[src/rtl/fes_pkg.sv]
// ----------------------------------------------------------------------------
// fes_pkg
// types and constants of the fault event supervisor
// ----------------------------------------------------------------------------
`timescale 1ns / 1ps

package fes_pkg;

  // configuration port geometry
  localparam int unsigned CFG_IDX_W  = 3;
  localparam int unsigned CFG_DATA_W = 20;

  // configuration register indexes
  typedef enum logic [CFG_IDX_W-1:0] {
    CFG_TIMEOUT      = 3'd0,
    CFG_ACTION_SEL   = 3'd1,
    CFG_ACTIVE_HOLD  = 3'd2,
    CFG_THR_CONTINUE = 3'd3,
    CFG_GCS_CONTINUE = 3'd4,
    CFG_THR_CODE     = 3'd5,
    CFG_GCS_CODE     = 3'd6
  } cfg_idx_e;

  // configured failsafe action
  typedef enum logic [2:0] {
    SEL_NONE        = 3'd0,
    SEL_SMART       = 3'd1,
    SEL_RETURN      = 3'd2,
    SEL_HOLD        = 3'd3,
    SEL_SMART_HOLD  = 3'd4,
    SEL_LOITER_HOLD = 3'd5,
    SEL_TERMINATE   = 3'd6
  } action_sel_e;

  // action actually taken
  typedef enum logic [2:0] {
    ACT_NONE     = 3'd0,
    ACT_CONTINUE = 3'd1,
    ACT_SMART    = 3'd2,
    ACT_RETURN   = 3'd3,
    ACT_HOLD     = 3'd4,
    ACT_LOITER   = 3'd5,
    ACT_DISARM   = 3'd6
  } action_e;

  // vehicle modes
  typedef enum logic [1:0] {
    MODE_OTHER   = 2'd0,
    MODE_MISSION = 2'd1,
    MODE_RETURN  = 2'd2,
    MODE_PAUSED  = 2'd3
  } mode_e;

  // configuration reset values
  localparam logic [19:0] TIMEOUT_RST    = 20'd1500;
  localparam logic [2:0]  ACTION_SEL_RST = SEL_SMART_HOLD;
  localparam logic [7:0]  THR_CODE_RST   = 8'd1;
  localparam logic [7:0]  GCS_CODE_RST   = 8'd4;

  typedef struct packed {
    logic [19:0] timeout_ms;
    logic [2:0]  action_select;
    logic        active_in_hold;
    logic        throttle_continue;
    logic        gcs_continue;
    logic [7:0]  throttle_event_code;
    logic [7:0]  gcs_event_code;
  } fes_cfg_t;

  typedef struct packed {
    logic [7:0]  event_mask;
    logic        turn_on;
    logic [31:0] now_ms;
    logic [1:0]  vehicle_mode;
    logic        smart_return_ok;
    logic        return_ok;
    logic        loiter_ok;
  } fes_req_t;

  typedef struct packed {
    logic [7:0] active_bits;
    logic [7:0] latched_bits;
    logic       episode_started;
    logic       episode_cleared;
    logic       gcs_flag_valid;
    logic       gcs_flag;
    logic       fired;
    logic [2:0] action_taken;
  } fes_rsp_t;

  typedef struct packed {
    logic [7:0]  fault_bits;
    logic [7:0]  triggered_bits;
    logic [31:0] episode_start_ms;
  } fes_state_t;

endpackage

[src/rtl/fes_if.sv]
// ----------------------------------------------------------------------------
// fes_if
// valid/ready channels for requests and results
// ----------------------------------------------------------------------------
`timescale 1ns / 1ps

// request channel
interface fes_in_if;
  logic             valid;
  logic             ready;
  fes_pkg::fes_req_t payload;

  modport source (output valid, output payload, input ready);
  modport sink   (input valid, input payload, output ready);
endinterface

// result channel
interface fes_out_if;
  logic             valid;
  logic             ready;
  fes_pkg::fes_rsp_t payload;

  modport source (output valid, output payload, input ready);
  modport sink   (input valid, input payload, output ready);
endinterface

[src/rtl/fault_event_supervisor_top.sv]
// ----------------------------------------------------------------------------
// fault_event_supervisor_top: fault episode timing and failsafe action
// request register, then result register; one request per cycle while results are taken
// fault state is updated combinationally between the two registers, once per evaluated request
// async active-low reset clears fault state and loads register defaults
// ----------------------------------------------------------------------------
`timescale 1ns / 1ps

module fault_event_supervisor_top (
  input  logic                           clk_i,
  input  logic                           rst_ni,
  fes_in_if.sink                         in_i,
  fes_out_if.source                      out_o,
  input  logic                           cfg_we_i,
  input  logic [fes_pkg::CFG_IDX_W-1:0]  cfg_idx_i,
  input  logic [fes_pkg::CFG_DATA_W-1:0] cfg_wdata_i
);
  import fes_pkg::*;

  fes_cfg_t   cfg;
  fes_state_t state_q, state_d;
  fes_req_t   req_q;
  fes_rsp_t   rsp_d, rsp_q;
  logic       req_valid_q;
  logic       rsp_valid_q;
  logic       out_free;
  logic       advance;

  // configuration bank
  fes_cfg u_cfg (
    .clk_i       (clk_i),
    .rst_ni      (rst_ni),
    .cfg_we_i    (cfg_we_i),
    .cfg_idx_i   (cfg_idx_i),
    .cfg_wdata_i (cfg_wdata_i),
    .cfg_o       (cfg)
  );

  // evaluation of the registered request
  fes_eval u_eval (
    .cfg_i   (cfg),
    .state_i (state_q),
    .req_i   (req_q),
    .state_o (state_d),
    .rsp_o   (rsp_d)
  );

  // handshake: result register frees when taken, request moves when it can
  assign out_free   = !rsp_valid_q || out_o.ready;
  assign advance    = req_valid_q && out_free;
  assign in_i.ready = !req_valid_q || out_free;

  // request register
  always_ff @(posedge clk_i or negedge rst_ni) begin
    if (!rst_ni) begin
      req_valid_q <= 1'b0;
    end else if (in_i.ready) begin
      req_valid_q <= in_i.valid;
    end
  end

  always_ff @(posedge clk_i) begin
    if (in_i.valid && in_i.ready) begin
      req_q <= in_i.payload;
    end
  end

  // supervisor state, updated once per evaluated request
  always_ff @(posedge clk_i or negedge rst_ni) begin
    if (!rst_ni) begin
      state_q <= '0;
    end else if (advance) begin
      state_q <= state_d;
    end
  end

  // result register
  always_ff @(posedge clk_i or negedge rst_ni) begin
    if (!rst_ni) begin
      rsp_valid_q <= 1'b0;
    end else if (out_free) begin
      rsp_valid_q <= advance;
    end
  end

  always_ff @(posedge clk_i) begin
    if (advance) begin
      rsp_q <= rsp_d;
    end
  end

  assign out_o.valid   = rsp_valid_q;
  assign out_o.payload = rsp_q;

endmodule

[src/rtl/fes_cfg.sv]
// ----------------------------------------------------------------------------
// fes_cfg
// configuration register bank with plain write port
// ----------------------------------------------------------------------------
`timescale 1ns / 1ps

module fes_cfg (
  input  logic                              clk_i,
  input  logic                              rst_ni,
  input  logic                              cfg_we_i,
  input  logic [fes_pkg::CFG_IDX_W-1:0]     cfg_idx_i,
  input  logic [fes_pkg::CFG_DATA_W-1:0]    cfg_wdata_i,
  output fes_pkg::fes_cfg_t                 cfg_o
);
  import fes_pkg::*;

  fes_cfg_t cfg_q, cfg_d;

  // register write decode, unknown indexes ignored
  always_comb begin
    cfg_d = cfg_q;
    if (cfg_we_i) begin
      case (cfg_idx_i)
        CFG_TIMEOUT:      cfg_d.timeout_ms          = cfg_wdata_i[19:0];
        CFG_ACTION_SEL:   cfg_d.action_select       = cfg_wdata_i[2:0];
        CFG_ACTIVE_HOLD:  cfg_d.active_in_hold      = cfg_wdata_i[0];
        CFG_THR_CONTINUE: cfg_d.throttle_continue   = cfg_wdata_i[0];
        CFG_GCS_CONTINUE: cfg_d.gcs_continue        = cfg_wdata_i[0];
        CFG_THR_CODE:     cfg_d.throttle_event_code = cfg_wdata_i[7:0];
        CFG_GCS_CODE:     cfg_d.gcs_event_code      = cfg_wdata_i[7:0];
        default:          cfg_d = cfg_q;
      endcase
    end
  end

  // register bank
  always_ff @(posedge clk_i or negedge rst_ni) begin
    if (!rst_ni) begin
      cfg_q.timeout_ms          <= TIMEOUT_RST;
      cfg_q.action_select       <= ACTION_SEL_RST;
      cfg_q.active_in_hold      <= 1'b0;
      cfg_q.throttle_continue   <= 1'b0;
      cfg_q.gcs_continue        <= 1'b0;
      cfg_q.throttle_event_code <= THR_CODE_RST;
      cfg_q.gcs_event_code      <= GCS_CODE_RST;
    end else begin
      cfg_q <= cfg_d;
    end
  end

  assign cfg_o = cfg_q;

endmodule

[src/rtl/fes_eval.sv]
// ----------------------------------------------------------------------------
// fes_eval
// one-pass evaluation of a request against the supervisor state
// ----------------------------------------------------------------------------
`timescale 1ns / 1ps

module fes_eval (
  input  fes_pkg::fes_cfg_t   cfg_i,
  input  fes_pkg::fes_state_t state_i,
  input  fes_pkg::fes_req_t   req_i,
  output fes_pkg::fes_state_t state_o,
  output fes_pkg::fes_rsp_t   rsp_o
);
  import fes_pkg::*;

  logic [7:0]  bits_new;
  logic [7:0]  trig_kept;
  logic [31:0] start_new;
  logic [31:0] elapsed;
  logic        started;
  logic        cleared;
  logic        gcs_match;
  logic        thr_match;
  logic        timed_out;
  logic        mode_allows;
  logic        fire;
  logic        keep_auto;
  action_e     resolved;
  action_e     action;

  // set or clear the fault bits, track episode start
  always_comb begin
    bits_new  = req_i.turn_on ? (state_i.fault_bits | req_i.event_mask)
                              : (state_i.fault_bits & ~req_i.event_mask);
    started   = (state_i.fault_bits == 8'd0) && (bits_new != 8'd0);
    start_new = started ? req_i.now_ms : state_i.episode_start_ms;
    cleared   = (state_i.triggered_bits != 8'd0) && (bits_new == 8'd0);
    trig_kept = state_i.triggered_bits & bits_new;
  end

  // source matches and wrapping timeout compare
  always_comb begin
    gcs_match   = (req_i.event_mask == cfg_i.gcs_event_code);
    thr_match   = (req_i.event_mask == cfg_i.throttle_event_code);
    elapsed     = req_i.now_ms - start_new;
    timed_out   = elapsed > {12'd0, cfg_i.timeout_ms};
    mode_allows = (req_i.vehicle_mode != MODE_RETURN) &&
                  ((req_i.vehicle_mode != MODE_PAUSED) || cfg_i.active_in_hold);
    fire        = (trig_kept == 8'd0) && (bits_new != 8'd0) && timed_out && mode_allows;
    keep_auto   = (req_i.vehicle_mode == MODE_MISSION) &&
                  ((thr_match && cfg_i.throttle_continue) ||
                   (gcs_match && cfg_i.gcs_continue));
  end

  // configured action with fallbacks
  always_comb begin
    case (cfg_i.action_select)
      SEL_NONE:        resolved = ACT_NONE;
      SEL_SMART:       resolved = req_i.smart_return_ok ? ACT_SMART :
                                  (req_i.return_ok ? ACT_RETURN : ACT_HOLD);
      SEL_RETURN:      resolved = req_i.return_ok ? ACT_RETURN : ACT_HOLD;
      SEL_HOLD:        resolved = ACT_HOLD;
      SEL_SMART_HOLD:  resolved = req_i.smart_return_ok ? ACT_SMART : ACT_HOLD;
      SEL_LOITER_HOLD: resolved = req_i.loiter_ok ? ACT_LOITER : ACT_HOLD;
      SEL_TERMINATE:   resolved = ACT_DISARM;
      default:         resolved = ACT_NONE;
    endcase
  end

  // final action
  always_comb begin
    if (!fire) begin
      action = ACT_NONE;
    end else if (keep_auto) begin
      action = ACT_CONTINUE;
    end else begin
      action = resolved;
    end
  end

  // next state and result
  always_comb begin
    state_o.fault_bits       = bits_new;
    state_o.triggered_bits   = fire ? bits_new : trig_kept;
    state_o.episode_start_ms = start_new;

    rsp_o.active_bits     = bits_new;
    rsp_o.latched_bits    = state_o.triggered_bits;
    rsp_o.episode_started = started;
    rsp_o.episode_cleared = cleared;
    rsp_o.gcs_flag_valid  = gcs_match;
    rsp_o.gcs_flag        = gcs_match & req_i.turn_on;
    rsp_o.fired           = fire;
    rsp_o.action_taken    = action;
  end

endmodule

[src/flat_wrapper.sv]
// flat-port wrapper written by rule: the top's interface ports become plain ports
module fault_event_supervisor_top_flat import fes_pkg::*;
  (clk_i, rst_ni, cfg_we_i, cfg_idx_i, cfg_wdata_i, in_i_valid, in_i_payload, in_i_ready, out_o_valid, out_o_payload, out_o_ready);
  fes_in_if in_i_i ();
  fes_out_if out_o_i ();
  input  logic clk_i;
  input  logic rst_ni;
  input  logic cfg_we_i;
  input  logic [fes_pkg::CFG_IDX_W-1:0] cfg_idx_i;
  input  logic [fes_pkg::CFG_DATA_W-1:0] cfg_wdata_i;
  input wire logic [$bits(in_i_i.valid)-1:0] in_i_valid;
  input wire logic [$bits(in_i_i.payload)-1:0] in_i_payload;
  output wire logic [$bits(in_i_i.ready)-1:0] in_i_ready;
  output wire logic [$bits(out_o_i.valid)-1:0] out_o_valid;
  output wire logic [$bits(out_o_i.payload)-1:0] out_o_payload;
  input wire logic [$bits(out_o_i.ready)-1:0] out_o_ready;
  assign in_i_i.valid = in_i_valid;
  assign in_i_i.payload = in_i_payload;
  assign in_i_ready = in_i_i.ready;
  assign out_o_valid = out_o_i.valid;
  assign out_o_payload = out_o_i.payload;
  assign out_o_i.ready = out_o_ready;
  fault_event_supervisor_top u_core (.clk_i(clk_i), .rst_ni(rst_ni), .in_i(in_i_i), .out_o(out_o_i), .cfg_we_i(cfg_we_i), .cfg_idx_i(cfg_idx_i), .cfg_wdata_i(cfg_wdata_i));
endmodule
[config.mk]
export PLATFORM = sky130hd
export DESIGN_NAME = fault_event_supervisor_top_flat
export DESIGN_NICKNAME = d
export VERILOG_FILES = /design/src/rtl/fes_pkg.sv /design/src/rtl/fes_if.sv /design/src/rtl/fault_event_supervisor_top.sv /design/src/rtl/fes_cfg.sv /design/src/rtl/fes_eval.sv /design/src/flat_wrapper.sv
export SDC_FILE = /design/constraint.sdc
export NUM_CORES = 1
export LEC_CHECK = 0
export BUFFER_PORTS_ARGS = -buffer_cell sky130_fd_sc_hd__buf_2
export CAP_MARGIN = 20
export CORE_MARGIN = 10
export CORE_UTILIZATION = 45
export CTS_BUF_LIST = sky130_fd_sc_hd__clkbuf_8
export DETAILED_ROUTE_END_ITERATION = 6
export PLACE_DENSITY = 0.68
export SYNTH_ARGS = -nofsm -noshare
export SYNTH_HDL_FRONTEND = slang
export SYNTH_SLANG_ARGS = --single-unit
[constraint.sdc]
create_clock -name clk_i -period 12.7 [get_ports clk_i]
set_clock_uncertainty 0.05 [all_clocks]
set_input_delay 0.635 -clock clk_i [delete_from_list [all_inputs] [get_ports clk_i]]
set_output_delay 0.635 -clock clk_i [all_outputs]
set_load 0.05 [all_outputs]
* After elaboration in Yosys (flattened, before gate mapping)
Index checks and enable logic that the tools add are counted.
** Storage, ports and cells
- Input bits :: 74
- Register bits :: 162
** Operators by class
- Equal/unequal tests :: 17
- Muxes and demuxes :: 9
- Add/subtract/negate cells :: 1
- Bitwise operators :: 6
- $lt $le $gt $ge :: 1
- Reduce and logical (&&, ||, !) cells :: 31
** Operators by type and width (count)
- $gt 32x20->1 :: 1
- $mux 32 :: 1
- $sub 32x32->32 :: 1
- $logic_not 8->1 :: 3
- $eq 3x3->1 const B :: 6
- $pmux 3 s6 :: 1
- $and 8x8->8 :: 2
- $eq 8x8->1 :: 2
- $mux 8 :: 2
- $reduce_bool 8->1 :: 2
- $reduce_and 2->1 :: 7
- $eq 3x2->1 const B :: 4
- $logic_and 1x1->1 :: 11
- $mux 3 :: 3
- $not 8->8 :: 1
- $or 8x8->8 :: 1
- $eq 3x1->1 const B :: 2
- $logic_or 1x1->1 :: 4
- $ne 2x2->1 const B :: 2
- $logic_not 3->1 :: 1
- $eq 2x1->1 const B :: 1
- $logic_not 1->1 :: 2
- $mux 1 :: 2
- $reduce_or 2->1 :: 1
- 2 further kinds :: 2

* Logic depth before layout (Yosys ltp)
- Depth after elaboration :: 12
- Depth in mapped cells :: 28

* Modules after synthesis
Synthesis repeated with hierarchy kept, for this count alone.
** Second synthesis, totals
- Cells, all modules :: 836
- Area total of the unflattened synthesis :: 9444.1 µm²
** Modules (own cells, without submodules)
- fault_event_supervisor_top :: area each 4015.1 µm², times used 1, cells each 180
- fes_eval :: area each 3769.9 µm², times used 1, cells each 563
- fes_cfg :: area each 1659.1 µm², times used 1, cells each 93

* Least setup slack after synthesis
OpenSTA, ideal clock, no wires.
- Kind :: register to register
- Start :: register u_core.req_q[42] in the netlist's numbering
- End :: register u_core.rsp_q (netlist bit u_core.out_o.payload[9]), data pin
- Slack :: 6.293 ns
- Required time :: 12.384 ns
- Period minus slack after synthesis :: 6.407 ns
- Stages on the path, launching flop included :: 29
- Buffers on the path :: 3
- Arrival :: 6.090 ns
- Cells stage by stage :: edfxtp_1 -> or4_1 -> o21ai_1 -> a31o_1 -> buf_2 -> clkinv_1 -> clkbuf_1 -> mux2i_1 -> ha_1 -> and3_1 -> a211oi_1 -> a21o_1 -> a21boi_0 -> o21a_1 -> o21a_1 -> o221a_2 -> mux2i_1 -> o2111ai_1 -> ha_1 -> a21oi_1 -> o21ai_0 -> a211oi_1 -> a31oi_1 -> or4b_1 -> a2111oi_2 -> o2111ai_1 -> o21ai_2 -> buf_6 -> a21oi_1
** RTL lines
- start, declared :: line fault_event_supervisor_top.sv:22 : fes_req_t req_q;
- start signal, assigned :: line fault_event_supervisor_top.sv:64 : req_q <= in_i.payload;
- end signal, assigned :: line fault_event_supervisor_top.sv:88 : rsp_q <= rsp_d;
- end, declared :: line fault_event_supervisor_top.sv:23 : fes_rsp_t rsp_d, rsp_q;

==> results.cfg <==
[synthesis]
ys_ff_latch = 162
synth_area_per_cell_um2 = 10.5
syn_nets = 986
synth-edff-count = 70
synth_warnings = 0
async_reset_ff_share_pct = 56.8
synth_cell_types = 75
seq_area_frac_synth_pct = 48.9
synth_cells = 859
syn-cell-area_mm2 = 0.00902
synth_flop_cell = dfrtp_1

[worst_setup_path]
crit_fanout = 21
reg2reg_to = u_core.out_o.payload[15]
critPathKind = flop to flop
critical_path.top_delay_family = compound AO/OA/AOI/OAI gates
r2r_cells = 26
slowest_stage = o21ai_2
end_kind = flop
critPathRequiredTime_ns = 12.82
rrSetupSlack_ns = 4.68
start_kind = flop
cp_num_buf_inv = 2
r2r-start = u_core.req_q[38]
cp.arrival_ns = 8.14
cpPeakStageDelay_ns = 0.72

[global_route]
antenna_found_initial = 0
grt_util_all_layers_pct = 16.2
grt_overflow = 0
grt_pass1_wl_um = 34200
grt_pass1_vias = 6559
grt_max_degree = 64

[sta]
hold_viol_final = 0
holdWs_ns = 0.101
tightest_slew_ns = 0.857
max_freq_mhz = 125
slew_viol_final = 0
relSlewSlack_pct = 42.9
period_needed_ns = 8.02
setup_viol = 0
finalCritPeriodShare_pct = 63.1
rsz0062_at_grt = false
setup_tns_ns = 0

[clocking]
insertion_delay_ns = 0.46
clock-sinks = 162
cts_setup_buffers = 0
hold_buffers = 0
cts-buffers-inserted = 17
cts_root_buffer = clkbuf_8
cts_tree = built
path_clk_slew_ns = 0.09
cts_resized = 0
htree_levels = 4
clockBufferDepth = 2

[cells_and_area]
fillers = 1810
drive_gt1_share_pct = 19.8
diodes = 0
nets = 1075
multi_input_area_mm2 = 0.00425
ff_latch_area_mm2 = 0.00442
mostFrequentLayoutCells = buf_2, nand2_1, dfrtp_1
syn2layout_area_growth_pct = 12.0
final_common_cell = buf_2

[drt]
ant_nets = 0
via_per_inst = 5.47
drtIter0Drc = 461
remaining_drc_errors = 0
vias = 6702
firstDrtPassIters = 5
finalWirelength_um = 21000
post_drt_wl_per_cell_um = 17.1

[place]
dp_hpwl_um = 15900
io_buffers = 99
gp_congestion = 0.916

[pwr]
power_uw = 1870
power_density_mw_per_mm2 = 185
peakVddDrop_mv = 0.0913
leakage_uw = 0.00408

[floorplanning]
rows = 51
ios = 100
start_util_pct = 46.1
die_area_mm2 = 0.0261
core_mm2 = 0.0196
dieHeight_um = 162
fp.dieW_um = 162

[worst_hold_path]
hp-class = primary input to async pin

[run]
maxCapViolations = 0

[run_status]
status = complete, no violations
[cell usage after synthesis (14+ instances only)]
| library cell | number | share of area [%] |
|---|---|---|
| a21o_1 | 15 | 1.2 |
| a21oi_1 | 68 | 3.8 |
| clkbuf_1 | 20 | 0.83 |
| dfrtp_1 | 82 | 23 |
| edfxtp_1 | 70 | 23 |
| ha_1 | 52 | 7.2 |
| inv_1 | 41 | 1.7 |
| mux2_2 | 26 | 3.2 |
| mux2i_1 | 33 | 3.7 |
| nand2_1 | 96 | 4.0 |
| nand4_1 | 21 | 1.5 |
| nor2_1 | 27 | 1.1 |
| nor2b_1 | 14 | 0.97 |
| nor3_1 | 14 | 0.78 |
| o21a_1 | 16 | 1.3 |
| o21ai_0 | 76 | 4.2 |
| xnor2_1 | 23 | 2.2 |
[state kept, by name (all words and copies together), names as in the netlist]
signal	flops
u_core.out_o.payload	24
u_core.req_valid_q	1
u_core.state_q	48
u_core.out_o.valid	1
u_core.req_q	46
u_core.u_cfg.cfg_o	42
[kinds of logic after synthesis]
logic type / synth area share (%)
AO/OA/AOI/OAI: 16.3
XOR/XNOR: 3.20
adder cells (fa/ha/maj): 7.43
buffers and inverters: 4.09
flip-flops: 48.9
multiplexers: 6.90
AND/OR/NAND/NOR: 13.1
[how the worst max path moves through the flow]
stage | startpoint | end | slack, ns | depth (start not counted)
after floorplan | u_core.req_q[42] | u_core.out_o.payload[9] | 6.29 | 28
after global placement | u_core.req_q[38] | u_core.out_o.payload[11] | 4.91 | 26
after detailed placement | u_core.req_q[38] | u_core.out_o.payload[14] | 4.81 | 26
after CTS | u_core.req_q[38] | u_core.out_o.payload[15] | 4.74 | 26
after global routing | u_core.req_q[38] | u_core.out_o.payload[15] | 4.00 | 26
final | u_core.req_q[38] | u_core.out_o.payload[15] | 4.68 | 26
[cell type report]
class | count | area share (%)
Sequential cell | 162 | 43.7
Multi-Input combinational cell | 619 | 42.0
Timing Repair Buffer | 105 | 5.37
Tap cell | 265 | 3.28
Clock buffer | 18 | 2.45
Clock inverter | 14 | 1.61
Inverter | 43 | 1.60
[through the flow]
stage	utilization, %	std cells	worst slack [ns]	cell area (µm²)
final	51.6	1226	4.68	10100
after global routing	51.6	1226	4.00	10100
after CTS	51.6	1226	4.74	10100
after detailed placement	49.5	1194	4.81	9700
after global placement	49.5	1194	4.91	9700
after floorplan	-	859	6.29	9020
[metal layers]
| metal | routed length (µm) | vias to the layer above | global-route usage (%) |
|---|---|---|---|
| li1 | - | 3351 | - |
| met1 | 9900 | 3172 | 21.4 |
| met2 | 9600 | 162 | 25.5 |
| met3 | 1140 | 17 | 4.17 |
| met4 | 340 | 0 | 4.80 |
| met5 | 0 | - | 0 |
[report_power, final]
group / switching, µW / leakage (µW) / internal (µW)
combinational: 461 / 0.00203 / 298
clock: 193 / 0.000223 / 200
sequential: 60.0 / 0.00182 / 658
total: 714 / 0.00408 / 1160
(Power assumes the default switching activity.)
